--- src/sv/itnj_pkg.sv ---
// shared types, constants and helper functions for the instance noise jitter block
`timescale 1ns / 1ps

package itnj_pkg;

    // sizes
    localparam int INDEX_BITS_DEF = 16;
    localparam int QDEPTH         = 4;
    localparam int QPTR_W         = 2;
    localparam int CFG_IDX_W      = 3;
    localparam int CFG_DATA_W     = 21;
    localparam int IN_DATA_W      = 216;
    localparam int OUT_DATA_W     = 192;
    localparam int EL_W           = 40;

    // register indexes
    typedef enum logic [CFG_IDX_W-1:0] {
        REG_POS  = 3'd0,
        REG_ROT  = 3'd1,
        REG_SCL  = 3'd2,
        REG_RATE = 3'd3,
        REG_SEED = 3'd4
    } cfg_reg_t;

    // register reset values
    localparam logic [17:0] POS_RST  = 18'd3277;
    localparam logic [18:0] ROT_RST  = 19'd0;
    localparam logic [17:0] SCL_RST  = 18'd0;
    localparam logic [20:0] RATE_RST = 21'd65536;
    localparam logic [16:0] SEED_RST = 17'd42;

    // hash and phase constants
    localparam logic [31:0] HASH_MUL1 = 32'd747796405;
    localparam logic [31:0] HASH_ADD  = 32'd2891336453;
    localparam logic [31:0] HASH_MUL2 = 32'd277803737;
    localparam logic [12:0] KEY_STEP  = 13'd7919;
    localparam logic [15:0] GOLDEN    = 16'd40504;
    localparam logic [47:0] OFF_Y     = 48'd2431386;
    localparam logic [47:0] OFF_SCALE = 48'd1920205;
    localparam logic [47:0] OFF_ROT   = 48'd753664;

    // angle and scale constants
    localparam logic signed [20:0] MUL_MIN     = 21'sd3277;
    localparam logic signed [20:0] PI_Q        = 21'sd205887;
    localparam logic signed [20:0] TWO_PI_Q    = 21'sd411775;
    localparam logic signed [20:0] HALF_PI_Q   = 21'sd102944;
    localparam logic signed [19:0] CORDIC_GAIN = 20'sd39797;

    // noise sample selector
    typedef enum logic [1:0] {
        TAG_SCL = 2'd0,
        TAG_ROT = 2'd1,
        TAG_X   = 2'd2,
        TAG_Y   = 2'd3
    } ntag_t;

    typedef struct packed {
        logic [17:0] position_amount;
        logic [18:0] rotation_amount;
        logic [17:0] scale_amount;
        logic [20:0] time_rate;
        logic [16:0] noise_seed;
    } cfg_t;

    // one classified item in the queue
    typedef struct packed {
        logic               en_scale;
        logic               en_rot;
        logic               en_pos;
        logic signed [31:0] la;
        logic signed [31:0] lc;
        logic signed [31:0] lb;
        logic signed [31:0] ld;
        logic signed [31:0] mx;
        logic signed [31:0] my;
        logic [47:0]        phase;
        logic [31:0]        base;
    } item_t;

    typedef struct packed {
        logic        valid;
        ntag_t       tag;
        logic [47:0] phase;
        logic [31:0] key;
    } noise_req_t;

    typedef struct packed {
        logic               valid;
        ntag_t              tag;
        logic signed [16:0] u;
    } noise_rsp_t;

    // arctangent of 2^-i in Q16.16
    function automatic logic signed [19:0] atan_q16(input logic [3:0] i);
        logic signed [19:0] r;
        unique case (i)
            4'd0:    r = 20'sd51472;
            4'd1:    r = 20'sd30386;
            4'd2:    r = 20'sd16055;
            4'd3:    r = 20'sd8150;
            4'd4:    r = 20'sd4091;
            4'd5:    r = 20'sd2047;
            4'd6:    r = 20'sd1024;
            4'd7:    r = 20'sd512;
            4'd8:    r = 20'sd256;
            4'd9:    r = 20'sd128;
            4'd10:   r = 20'sd64;
            4'd11:   r = 20'sd32;
            4'd12:   r = 20'sd16;
            4'd13:   r = 20'sd8;
            4'd14:   r = 20'sd4;
            default: r = 20'sd2;
        endcase
        return r;
    endfunction

    // clamp to the signed 32-bit range
    function automatic logic [31:0] sat32(input logic signed [EL_W-1:0] v);
        logic [31:0] r;
        if (v > 40'sd2147483647) begin
            r = 32'h7FFF_FFFF;
        end else if (v < -40'sd2147483648) begin
            r = 32'h8000_0000;
        end else begin
            r = v[31:0];
        end
        return r;
    endfunction

endpackage

--- src/sv/itnj_fifo.sv ---
// short item queue between the front and the back
`timescale 1ns / 1ps

module itnj_fifo (
    input  logic          aclk,
    input  logic          aresetn,
    input  logic          push,
    input  itnj_pkg::item_t push_item,
    output logic          full,
    input  logic          pop,
    output itnj_pkg::item_t pop_item,
    output logic          empty
);
    import itnj_pkg::*;

    item_t             mem [QDEPTH];
    logic [QPTR_W-1:0] wr_ptr_reg, wr_ptr_next;
    logic [QPTR_W-1:0] rd_ptr_reg, rd_ptr_next;
    logic [QPTR_W:0]   count_reg, count_next;

    assign full     = (count_reg == (QPTR_W+1)'(QDEPTH));
    assign empty    = (count_reg == '0);
    assign pop_item = mem[rd_ptr_reg];

    // pointer and fill count
    always_comb begin
        wr_ptr_next = wr_ptr_reg + (push ? 1'b1 : 1'b0);
        rd_ptr_next = rd_ptr_reg + (pop ? 1'b1 : 1'b0);
        count_next  = count_reg + (push ? 1'b1 : 1'b0) - (pop ? 1'b1 : 1'b0);
    end

    always_ff @(posedge aclk) begin
        if (!aresetn) begin
            wr_ptr_reg <= '0;
            rd_ptr_reg <= '0;
            count_reg  <= '0;
        end else begin
            wr_ptr_reg <= wr_ptr_next;
            rd_ptr_reg <= rd_ptr_next;
            count_reg  <= count_next;
        end
    end

    // storage
    always_ff @(posedge aclk) begin
        if (push) begin
            mem[wr_ptr_reg] <= push_item;
        end
    end

endmodule

--- config.mk ---
export PLATFORM = sky130hd
export DESIGN_NAME = itnj_fifo
export DESIGN_NICKNAME = d
export VERILOG_FILES = /design/src/sv/itnj_pkg.sv /design/src/sv/itnj_fifo.sv
export SDC_FILE = /design/constraint.sdc
export NUM_CORES = 1
export LEC_CHECK = 0
export ABC_AREA = 1
export BUFFER_PORTS_ARGS = -buffer_cell sky130_fd_sc_hd__buf_2
export CORE_MARGIN = 2
export CORE_UTILIZATION = 58
export DETAILED_ROUTE_END_ITERATION = 10
export PLACE_DENSITY_LB_ADDON = 0.05
export SYNTH_ARGS = -nofsm -noshare
export SYNTH_HDL_FRONTEND = slang
export SYNTH_SLANG_ARGS = --single-unit
--- constraint.sdc ---
create_clock -name aclk -period 24.7 [get_ports aclk]
set_input_delay 2.47 -clock aclk [delete_from_list [all_inputs] [get_ports aclk]]
set_output_delay 2.47 -clock aclk [all_outputs]
set_load 0.01 [all_outputs]
==> impl_results.md <==
- Lkg Pwr: 0.0194 uW
- Max Fclk: 124 MHz
- Initial Utilization: 58.5%
- Post-synth EDFFs: 1100
- Synthesis-to-layout area growth: 15.4%
- Worst Path Max Fanout: 289
- Io pins: 556
- Yosys Warn Count: 0
- Syn_area_per_cell: 13.3 um^2
- Top_reg_cell synth: edfxtp_1
- Largest cells by area after synthesis: edfxtp_1, inv_1, nand2_1
- Final Wtd Congestion: 0.793
- Element type at the critical path start: register
- HP Class: register to register
- Final WL: 93.8 mm
- MaxCap Viol Count: 0
- Longest Clk Path Bufs: 3
- VDD IR max: 0.0746 mV
- Root Buffer: clkbuf_16
- CTS buffer count: 109
- Via Count: 26000
- Via density: 5.36
- Critical path launch point: rd_ptr_reg[0]
- Worst path slowest cell: buf_4
- Syn_nets: 3540
- Tmin final: 8050 ps
- Nets: 4052
- Global-route wire length before repair: 142 mm
- Pre-CTS setup slack: 17260 ps
- Setup TNS: 0 ps
- Post-synthesis xor/xnor area fraction: 0%
- Worst Tran Pin Value: 1260 ps
- Crit path required time: 22230 ps
- RSZ-0062 raised after global routing: false
- Post-synthesis mux area share: 0%
- Pwr per Cell Area: 83.8 nW/um^2
- Mapped cell area: 43500 um^2
- Synth top area share: 76.0%
- Total global routing overflow: 0
- Rel. slew slack: 15.8%
- Setup ws final: 16650 ps
- Std-Cell Rows: 100
- Synth Instances: 3256
- Clk slew on worst S/H paths: 60 ps
- Hold-fix buffers, CTS: 0
- Worst path top cell family by delay: buffers and inverters
- Chip width: 278 um
- Number of global-route vias before repair: 25100
- Outcome: complete, no violations
- Synthesized-area fraction occupied by adder cells: 0.161%
- Die ar.: 77100 um^2
- Core area: 74300 um^2
- Leading area contributor after synthesis: edfxtp_1
- Min-delay src: wr_ptr_reg[1]
- Commonest cells post-synth: edfxtp_1, inv_1, nand2_1
- Port buffer count: 555
- Gr usage total: 24.0%
- Share of cells above drive strength 1: 19.2%
- Routed length per instance: 19.3 um
- CP bufs+invs: 5
- Final Skew: 17.1 ps
- Async SR Flop Fraction: 0%
- Post-cts resize count: 0
- Largest register FFs: 1100
- Die height: 278 um
- Drc violations: 0
- Post-synthesis cell type count: 16
- Crit path kind: register to primary output
- DP Wirelength: 56.8 mm
- Seq/Total Area, Yosys: 76.3%
- Initial antenna violation count: 47
- Endpoints failing hold: 0
- WP data arrival: 5580 ps
- CTS HTree Levels: 3
- Largest net degree at the start of global routing: 290
- Endpoints failing setup: 0
- Drt pass-1 iters: 5
- Complex-gate fraction of the synthesized area: 11.1%
- Largest stage delay on the critical path: 940 ps
- Synth Register Bits: 1107
- Critical Path Sink Type: primary output
- Simple-gate portion of the synthesized area: 4.97%
- Sink Count: 1107
- DR iter-0 viols: 2120
- Reg-to-reg slack, setup: 21070 ps
- Main combinational cell family by area after synthesis: compound AO/OA/AOI/OAI gates
- Tcrit/Tclk final: 32.6%
- CP cell instances: buf_12, buf_12, buf_4, buf_4, a21oi_1, o21ai_0, nand2_1, buf_2
- Post-CTS setup buffers: 0
- TritonCTS clock tree: done
- Most frequent cell after synthesis: edfxtp_1
- Post-route ant nets: 0
- Clock Latency Late Sink: 640 ps
- Final Max Tran Viols: 0
- Reg-to-Reg Start: wr_ptr_reg[1]
## cell type report
type	instances	area, um^2
diodes	27	67.6
clock buffers	138	2910
clock inverters	60	531
fillers	5295	24200
inverters	562	2110
multi-input cells	1404	7070
flip-flops and latches	1107	33200
well taps	969	1210
repair buffers	584	3050
## logic make-up (layout without fill, tap and decap cells)
| kind of cell | Yosys count | count (layout) |
|---|---|---|
| flops | 1107 | 1107 |
| fa+ha+maj | 5 | 5 |
| simple gates | 573 | 573 |
| buf+inv | 745 | 1344 |
| compound gates | 826 | 826 |
| other cells | 0 | 27 |
## worst register-to-register path, cell delays in order, from the launching register on
cell	delay [ps]
dfxtp_1	420
inv_1	100
nor3_2	860
buf_4	810
buf_4	970
## per-stage QoR
stage	power (uW)	hold slack, ps	cells	area [um^2]	utilization, %
floorplan	2520	488	3256	43500	-
global placement	2640	523	4626	46600	62.7
detailed placement	2660	538	4626	46600	62.7
CTS	4240	546	4824	50100	67.4
global route	4360	584	4841	50100	67.4
finish	4200	546	4851	50100	67.4
## power breakdown
group | switching [uW] | total [uW] | internal (uW)
clock network | 657 | 1590 | 931
logic | 298 | 433 | 135
registers | 23.9 | 2180 | 2160
## cell usage in the layout, fill, tap and decap left out, drive strengths merged
cell type	instances
a21oi	276
buf	584
bufinv	10
clkbuf	138
clkinv	47
clkinvlp	2
dfxtp	7
diode	27
edfxtp	1100
fa	1
ha	4
inv	563
nand2	561
nand3	1
nor2	6
nor3	5
o211ai	275
o21ai	275
## path summary, 6_finish.rpt
check | to | cells past startpoint
worst max-delay path | pop_item[180] | 8
worst min-delay path | wr_ptr_reg[1] | 2
worst max register to register | mem[2][138] | 4
worst min register to register | wr_ptr_reg[1] | 2
## per-layer routing
metal / routed length [um] / up-vias / global-route usage [%]
met2: 47700 / 664 / 40.7
met3: 6960 / 197 / 6.71
li1: - / 12400 / -
met4: 3030 / 42 / 9.42
met5: 250 / - / 0
met1: 35800 / 12700 / 29.1
Power figures use the tool's default switching activity.
