### config.mk
export PLATFORM = sky130hd
export DESIGN_NAME = itnj_front
export DESIGN_NICKNAME = d
export VERILOG_FILES = /design/src/sv/itnj_pkg.sv /design/src/sv/itnj_front.sv
export SDC_FILE = /design/constraint.sdc
export NUM_CORES = 2
export LEC_CHECK = 0
export BUFFER_PORTS_ARGS = -buffer_cell sky130_fd_sc_hd__buf_2
export CAP_MARGIN = 25
export CORE_ASPECT_RATIO = 0.9
export CORE_MARGIN = 3
export CORE_UTILIZATION = 50
export DETAILED_ROUTE_END_ITERATION = 7
export PLACE_DENSITY = 0.7
export REMOVE_ABC_BUFFERS = 1
export SLEW_MARGIN = 25
export SYNTH_ARGS = -nofsm -noshare
export SYNTH_HDL_FRONTEND = slang
export SYNTH_SLANG_ARGS = --single-unit
export TNS_END_PERCENT = 10
### constraint.sdc
create_clock -name aclk -period 17.5 [get_ports aclk]
set_input_delay 2.625 -clock aclk [delete_from_list [all_inputs] [get_ports aclk]]
set_output_delay 2.625 -clock aclk [all_outputs]
set_load 0.005 [all_outputs]
### src/sv/itnj_pkg.sv
// shared types, constants and helper functions for the instance noise jitter block
`timescale 1ns / 1ps

package itnj_pkg;

    // sizes
    localparam int INDEX_BITS_DEF = 16;
    localparam int QDEPTH         = 4;
    localparam int QPTR_W         = 2;
    localparam int CFG_IDX_W      = 3;
    localparam int CFG_DATA_W     = 21;
    localparam int IN_DATA_W      = 216;
    localparam int OUT_DATA_W     = 192;
    localparam int EL_W           = 40;

    // register indexes
    typedef enum logic [CFG_IDX_W-1:0] {
        REG_POS  = 3'd0,
        REG_ROT  = 3'd1,
        REG_SCL  = 3'd2,
        REG_RATE = 3'd3,
        REG_SEED = 3'd4
    } cfg_reg_t;

    // register reset values
    localparam logic [17:0] POS_RST  = 18'd3277;
    localparam logic [18:0] ROT_RST  = 19'd0;
    localparam logic [17:0] SCL_RST  = 18'd0;
    localparam logic [20:0] RATE_RST = 21'd65536;
    localparam logic [16:0] SEED_RST = 17'd42;

    // hash and phase constants
    localparam logic [31:0] HASH_MUL1 = 32'd747796405;
    localparam logic [31:0] HASH_ADD  = 32'd2891336453;
    localparam logic [31:0] HASH_MUL2 = 32'd277803737;
    localparam logic [12:0] KEY_STEP  = 13'd7919;
    localparam logic [15:0] GOLDEN    = 16'd40504;
    localparam logic [47:0] OFF_Y     = 48'd2431386;
    localparam logic [47:0] OFF_SCALE = 48'd1920205;
    localparam logic [47:0] OFF_ROT   = 48'd753664;

    // angle and scale constants
    localparam logic signed [20:0] MUL_MIN     = 21'sd3277;
    localparam logic signed [20:0] PI_Q        = 21'sd205887;
    localparam logic signed [20:0] TWO_PI_Q    = 21'sd411775;
    localparam logic signed [20:0] HALF_PI_Q   = 21'sd102944;
    localparam logic signed [19:0] CORDIC_GAIN = 20'sd39797;

    // noise sample selector
    typedef enum logic [1:0] {
        TAG_SCL = 2'd0,
        TAG_ROT = 2'd1,
        TAG_X   = 2'd2,
        TAG_Y   = 2'd3
    } ntag_t;

    typedef struct packed {
        logic [17:0] position_amount;
        logic [18:0] rotation_amount;
        logic [17:0] scale_amount;
        logic [20:0] time_rate;
        logic [16:0] noise_seed;
    } cfg_t;

    // one classified item in the queue
    typedef struct packed {
        logic               en_scale;
        logic               en_rot;
        logic               en_pos;
        logic signed [31:0] la;
        logic signed [31:0] lc;
        logic signed [31:0] lb;
        logic signed [31:0] ld;
        logic signed [31:0] mx;
        logic signed [31:0] my;
        logic [47:0]        phase;
        logic [31:0]        base;
    } item_t;

    typedef struct packed {
        logic        valid;
        ntag_t       tag;
        logic [47:0] phase;
        logic [31:0] key;
    } noise_req_t;

    typedef struct packed {
        logic               valid;
        ntag_t              tag;
        logic signed [16:0] u;
    } noise_rsp_t;

    // arctangent of 2^-i in Q16.16
    function automatic logic signed [19:0] atan_q16(input logic [3:0] i);
        logic signed [19:0] r;
        unique case (i)
            4'd0:    r = 20'sd51472;
            4'd1:    r = 20'sd30386;
            4'd2:    r = 20'sd16055;
            4'd3:    r = 20'sd8150;
            4'd4:    r = 20'sd4091;
            4'd5:    r = 20'sd2047;
            4'd6:    r = 20'sd1024;
            4'd7:    r = 20'sd512;
            4'd8:    r = 20'sd256;
            4'd9:    r = 20'sd128;
            4'd10:   r = 20'sd64;
            4'd11:   r = 20'sd32;
            4'd12:   r = 20'sd16;
            4'd13:   r = 20'sd8;
            4'd14:   r = 20'sd4;
            default: r = 20'sd2;
        endcase
        return r;
    endfunction

    // clamp to the signed 32-bit range
    function automatic logic [31:0] sat32(input logic signed [EL_W-1:0] v);
        logic [31:0] r;
        if (v > 40'sd2147483647) begin
            r = 32'h7FFF_FFFF;
        end else if (v < -40'sd2147483648) begin
            r = 32'h8000_0000;
        end else begin
            r = v[31:0];
        end
        return r;
    endfunction

endpackage

### src/sv/itnj_front.sv
// front end: takes requests, keeps time and index, builds phase and hash base
`timescale 1ns / 1ps

module itnj_front #(
    parameter int INDEX_BITS = itnj_pkg::INDEX_BITS_DEF
) (
    input  logic                              aclk,
    input  logic                              aresetn,
    input  itnj_pkg::cfg_t                    cfg,
    input  logic                              s_tvalid,
    output logic                              s_tready,
    input  logic                              s_tuser,
    input  logic [itnj_pkg::IN_DATA_W-1:0]    s_tdata,
    input  logic                              q_full,
    output logic                              q_push,
    output itnj_pkg::item_t                   q_item
);
    import itnj_pkg::*;

    logic [47:0]           time_reg, time_next;
    logic [INDEX_BITS-1:0] idx_reg, idx_next;

    logic [16:0]            frame_delta;
    logic [37:0]            dt_prod;
    logic [47:0]            cur_time;
    logic [INDEX_BITS-1:0]  idx;
    logic [INDEX_BITS+15:0] idx_gold;
    logic [INDEX_BITS+12:0] idx_key;

    assign s_tready    = !q_full;
    assign q_push      = s_tvalid && s_tready;
    assign frame_delta = s_tdata[16:0];

    // time advance and index restart on frame start
    always_comb begin
        dt_prod  = frame_delta * cfg.time_rate;
        cur_time = s_tuser ? (time_reg + 48'(dt_prod[37:16])) : time_reg;
        idx      = s_tuser ? '0 : idx_reg;
        idx_gold = idx * GOLDEN;
        idx_key  = idx * KEY_STEP;
        time_next = q_push ? cur_time : time_reg;
        idx_next  = q_push ? (idx + 1'b1) : idx_reg;
    end

    // classify and pack the item
    always_comb begin
        q_item.en_scale = (cfg.scale_amount != '0);
        q_item.en_rot   = (cfg.rotation_amount != '0);
        q_item.en_pos   = (cfg.position_amount != '0);
        q_item.la       = s_tdata[48:17];
        q_item.lc       = s_tdata[80:49];
        q_item.lb       = s_tdata[112:81];
        q_item.ld       = s_tdata[144:113];
        q_item.mx       = s_tdata[176:145];
        q_item.my       = s_tdata[208:177];
        q_item.phase    = cur_time + 48'(idx_gold);
        q_item.base     = 32'(idx_key) + 32'(cfg.noise_seed);
    end

    always_ff @(posedge aclk) begin
        if (!aresetn) begin
            time_reg <= '0;
            idx_reg  <= '0;
        end else begin
            time_reg <= time_next;
            idx_reg  <= idx_next;
        end
    end

endmodule

==> results.yml <==
timing:
  finalHoldViolCount: 0
  slew_viol_final: 0
  final-setup-viol-count: 0
  setup_tns_ns: 0
  min_period_ns: 16.66
  fmax_ghz: 0.0600
  period_share_pct: 95.2
  fin_skew_ns: 0.00616
  relSlewSlack_pct: 34.5
  rsz0062_at_grt: "false"
  tightest_slew_ns: 0.981
critical_path:
  crit_cells: 47
  critPathMaxFanout: 17
  cp-end-kind: "primary output"
  cpMostUsedCell: "fa_1"
  worstSetupPathType: "input pin to primary output"
  cp.required_ns: 14.88
  cp-start-kind: "input pin"
  slowest_stage: "o41a_1"
  cpPeakStageDelay_ns: 0.56
  cpLargestDelayFamily: "adder cells"
  r2r_slack_ns: 13.95
  cp_data_arrival_time_ns: 14.03
  r2r_cells: 13
  cp_num_buf_inv: 6
global_routing:
  grt_max_degree: 65
  first_global_vias: 20848
  antenna_found_initial: 0
  grt_pass1_wl_microns: 158000
  overflow: 0
  grt_use_total_pct: 39.3
floorplanning:
  die_x_microns: 255
  io_pins: 591
  coreArea_sq_mm: 0.0547
  die_area_sq_mm: 0.0587
  rows: 81
  die_h_microns: 230
  start_util_pct: 51.0
clock_tree:
  htree_levels: 3
  root_buffer: "clkbuf_16"
  clock_sinks: 64
  ctsHoldBuffers: 0
  cts_buffers: 9
  clkLatencyLatePin_ns: 0.36
  path_clk_slew_ns: 0.06
  clockBufferDepth: 2
  cts_tree: "done"
logic_synthesis:
  synth_seq_area_share_pct: 4.59
  synth_top_flop_cell: "dfxtp_1"
  synth_simple_gate_area_share_pct: 15.0
  async_flop_share_pct: 0
  synth_cell_type_count: 86
  synthesis.instances: 3208
  synth.avg_cell_area_sq_um: 8.69
  ys_warn_count: 0
  synth.area.mux_share_pct: 0.830
  synth_top_family_by_area: "adder cells"
  synth-compound-area-share_pct: 9.86
  synthesis.area_sq_mm: 0.0279
  synth-seq-cells: 64
  synth_xor_area_share_pct: 5.75
  synth-adder-area-share_pct: 49.5
  synth_edf_count: 0
power:
  p_total_mw: 6.59
  power_density_mw_per_mm2: 233
  seqPwrFrac_pct: 2.5
  p_sw_share_pct: 57.4
  pwr-share-clk_pct: 3.1
  power_frac_comb_pct: 94.4
  leakage_nw: 15.3
  peakVddDrop_mv: 0.359
  p_switching_mw: 3.78
  intPower_mw: 2.81
layout:
  drive_gt1_share_pct: 8.72
  largest_reg_flops: 48
  nets: 4262
  diodes: 0
  layout_common_cells: "inv_1, fa_1, ha_1"
  area_growth_pct: 1.42
  stdcell_area_sq_mm: 0.0283
  layout.cells.non_filler: 3835
  final_common_cell: "inv_1"
  fillCellCount: 5233
placed_design:
  place.gp.congestion: 1.07
  placed_cells: 3819
  io_buffers: 197
  hpwl_microns: 103000
  place_area_sq_mm: 0.0280
routing:
  first_pass_iters: 6
  wl_per_cell_microns: 30.0
  drtIter0Drc: 1463
  vias: 21637
  vias_per_cell: 5.64
  postRouteAntennaNets: 0
  drc: 0
  routed_wirelength_microns: 115000
hold_path:
  hold_depth: 2
  hp-class: "register to register"
run:
  cap_viol_max_count: 0
run_status:
  outcome: "finished, final reports clean"
[cell type report]
cell class,instances,area (sq um),share of cell area (%)
Multi-Input combinational cell,2270,22600,79.8
Inverter,572,2150,7.59
Sequential cell,64,1280,4.53
Timing Repair Buffer,208,1080,3.80
Tap cell,705,882,3.12
Clock buffer,14,284,1.00
Clock inverter,2,35.0,0.124
[per-layer routing]
| layer | GRT usage (%) | vias to the layer above | share of wire [%] |
|---|---|---|---|
| li1 | - | 9833 | - |
| met1 | 35.7 | 10425 | 29 |
| met2 | 48.3 | 1135 | 36 |
| met3 | 39.7 | 232 | 24 |
| met4 | 33.9 | 12 | 11 |
| met5 | 11.9 | - | 0.72 |
[worst min-delay path, stage by stage (launching register included)]
cell	delay (ns)
dfxtp_1	0.30
nand2_1	0.04
a21boi_0	0.06
[worst paths after layout]
| path | from | end |
|---|---|---|
| min reg2reg | idx_reg[1]$_SDFFE_PN0P_ | idx_reg[1]$_SDFFE_PN0P_ |
| max reg2reg | time_reg[0]$_SDFFE_PN0P_ | time_reg[32]$_SDFFE_PN0P_ |
| min | idx_reg[1]$_SDFFE_PN0P_ | idx_reg[1]$_SDFFE_PN0P_ |
| max | cfg[25] | q_item[66] |
[stage by stage]
| step | utilization (%) | hold WS [ns] | setup WS, ns |
|---|---|---|---|
| 6_report | 51.7 | 0.463 | 0.840 |
| 4_1_cts | 51.7 | 0.465 | 0.818 |
| 5_1_grt | 51.7 | 0.488 | 0.105 |
| 3_5_place_dp | 51.1 | 0.457 | 0.876 |
| 3_3_place_gp | 51.1 | 0.449 | 0.943 |
| 2_1_floorplan | - | 0.439 | 2.54 |
[synth_stat cells (6+ instances only)]
library cell	number	area share (%)
a22oi_1	6	0.16
nand3_1	41	0.74
mux2_2	17	0.69
a21boi_0	31	0.83
nor4_1	16	0.36
nand4_1	23	0.52
or3_1	12	0.27
xnor2_1	118	3.7
nor2_1	83	1.1
a21o_1	53	1.4
xor2_1	57	1.8
o31ai_1	7	0.19
inv_1	572	7.7
buf_1	6	0.081
nor3_1	39	0.70
a211oi_1	8	0.22
a31oi_1	11	0.25
buf_4	197	5.3
or4_1	9	0.24
dfxtp_1	64	4.6
o211ai_1	13	0.35
clkbuf_1	94	1.3
nor2b_1	25	0.56
o21bai_1	21	0.57
o21a_1	21	0.57
o21ai_1	7	0.13
nand2_1	343	4.6
nand2b_1	13	0.29
and2_1	179	4.0
ha_1	357	16
and3_1	15	0.34
or2_2	7	0.16
a211o_1	6	0.19
o211a_1	6	0.22
a21oi_1	116	2.1
fa_1	466	33
o21ai_0	61	1.1
[what timing repair did]
| item | 4_1_cts | 5_1_grt |
|---|---|---|
| hold endpoints to repair | 0 | 0 |
| resized for setup | 0 | 4 |
| setup buffers | 0 | 0 |
| endpoints found under the setup margin | 0 | 1 |
[power by group through the flow]
stage | clock (mW) | sequential, mW | combinational [mW]
3_5_place_dp | 0 | 0.168 | 6.09
6_report | 0.202 | 0.165 | 6.22
3_3_place_gp | 0 | 0.167 | 6.08
4_1_cts | 0.204 | 0.165 | 6.14
5_1_grt | 0.210 | 0.166 | 6.89
2_1_floorplan | 0 | 0.165 | 4.45
[logic make-up after synthesis]
group / Yosys count
buffers and inverters: 875
other: 1
DFF: 64
muxes: 21
adders and majority gates: 824
AOI/OAI and AO/OA: 411
xor gates and xnor gates: 178
and+or+nand+nor: 834
Power figures use the tool's default switching activity.
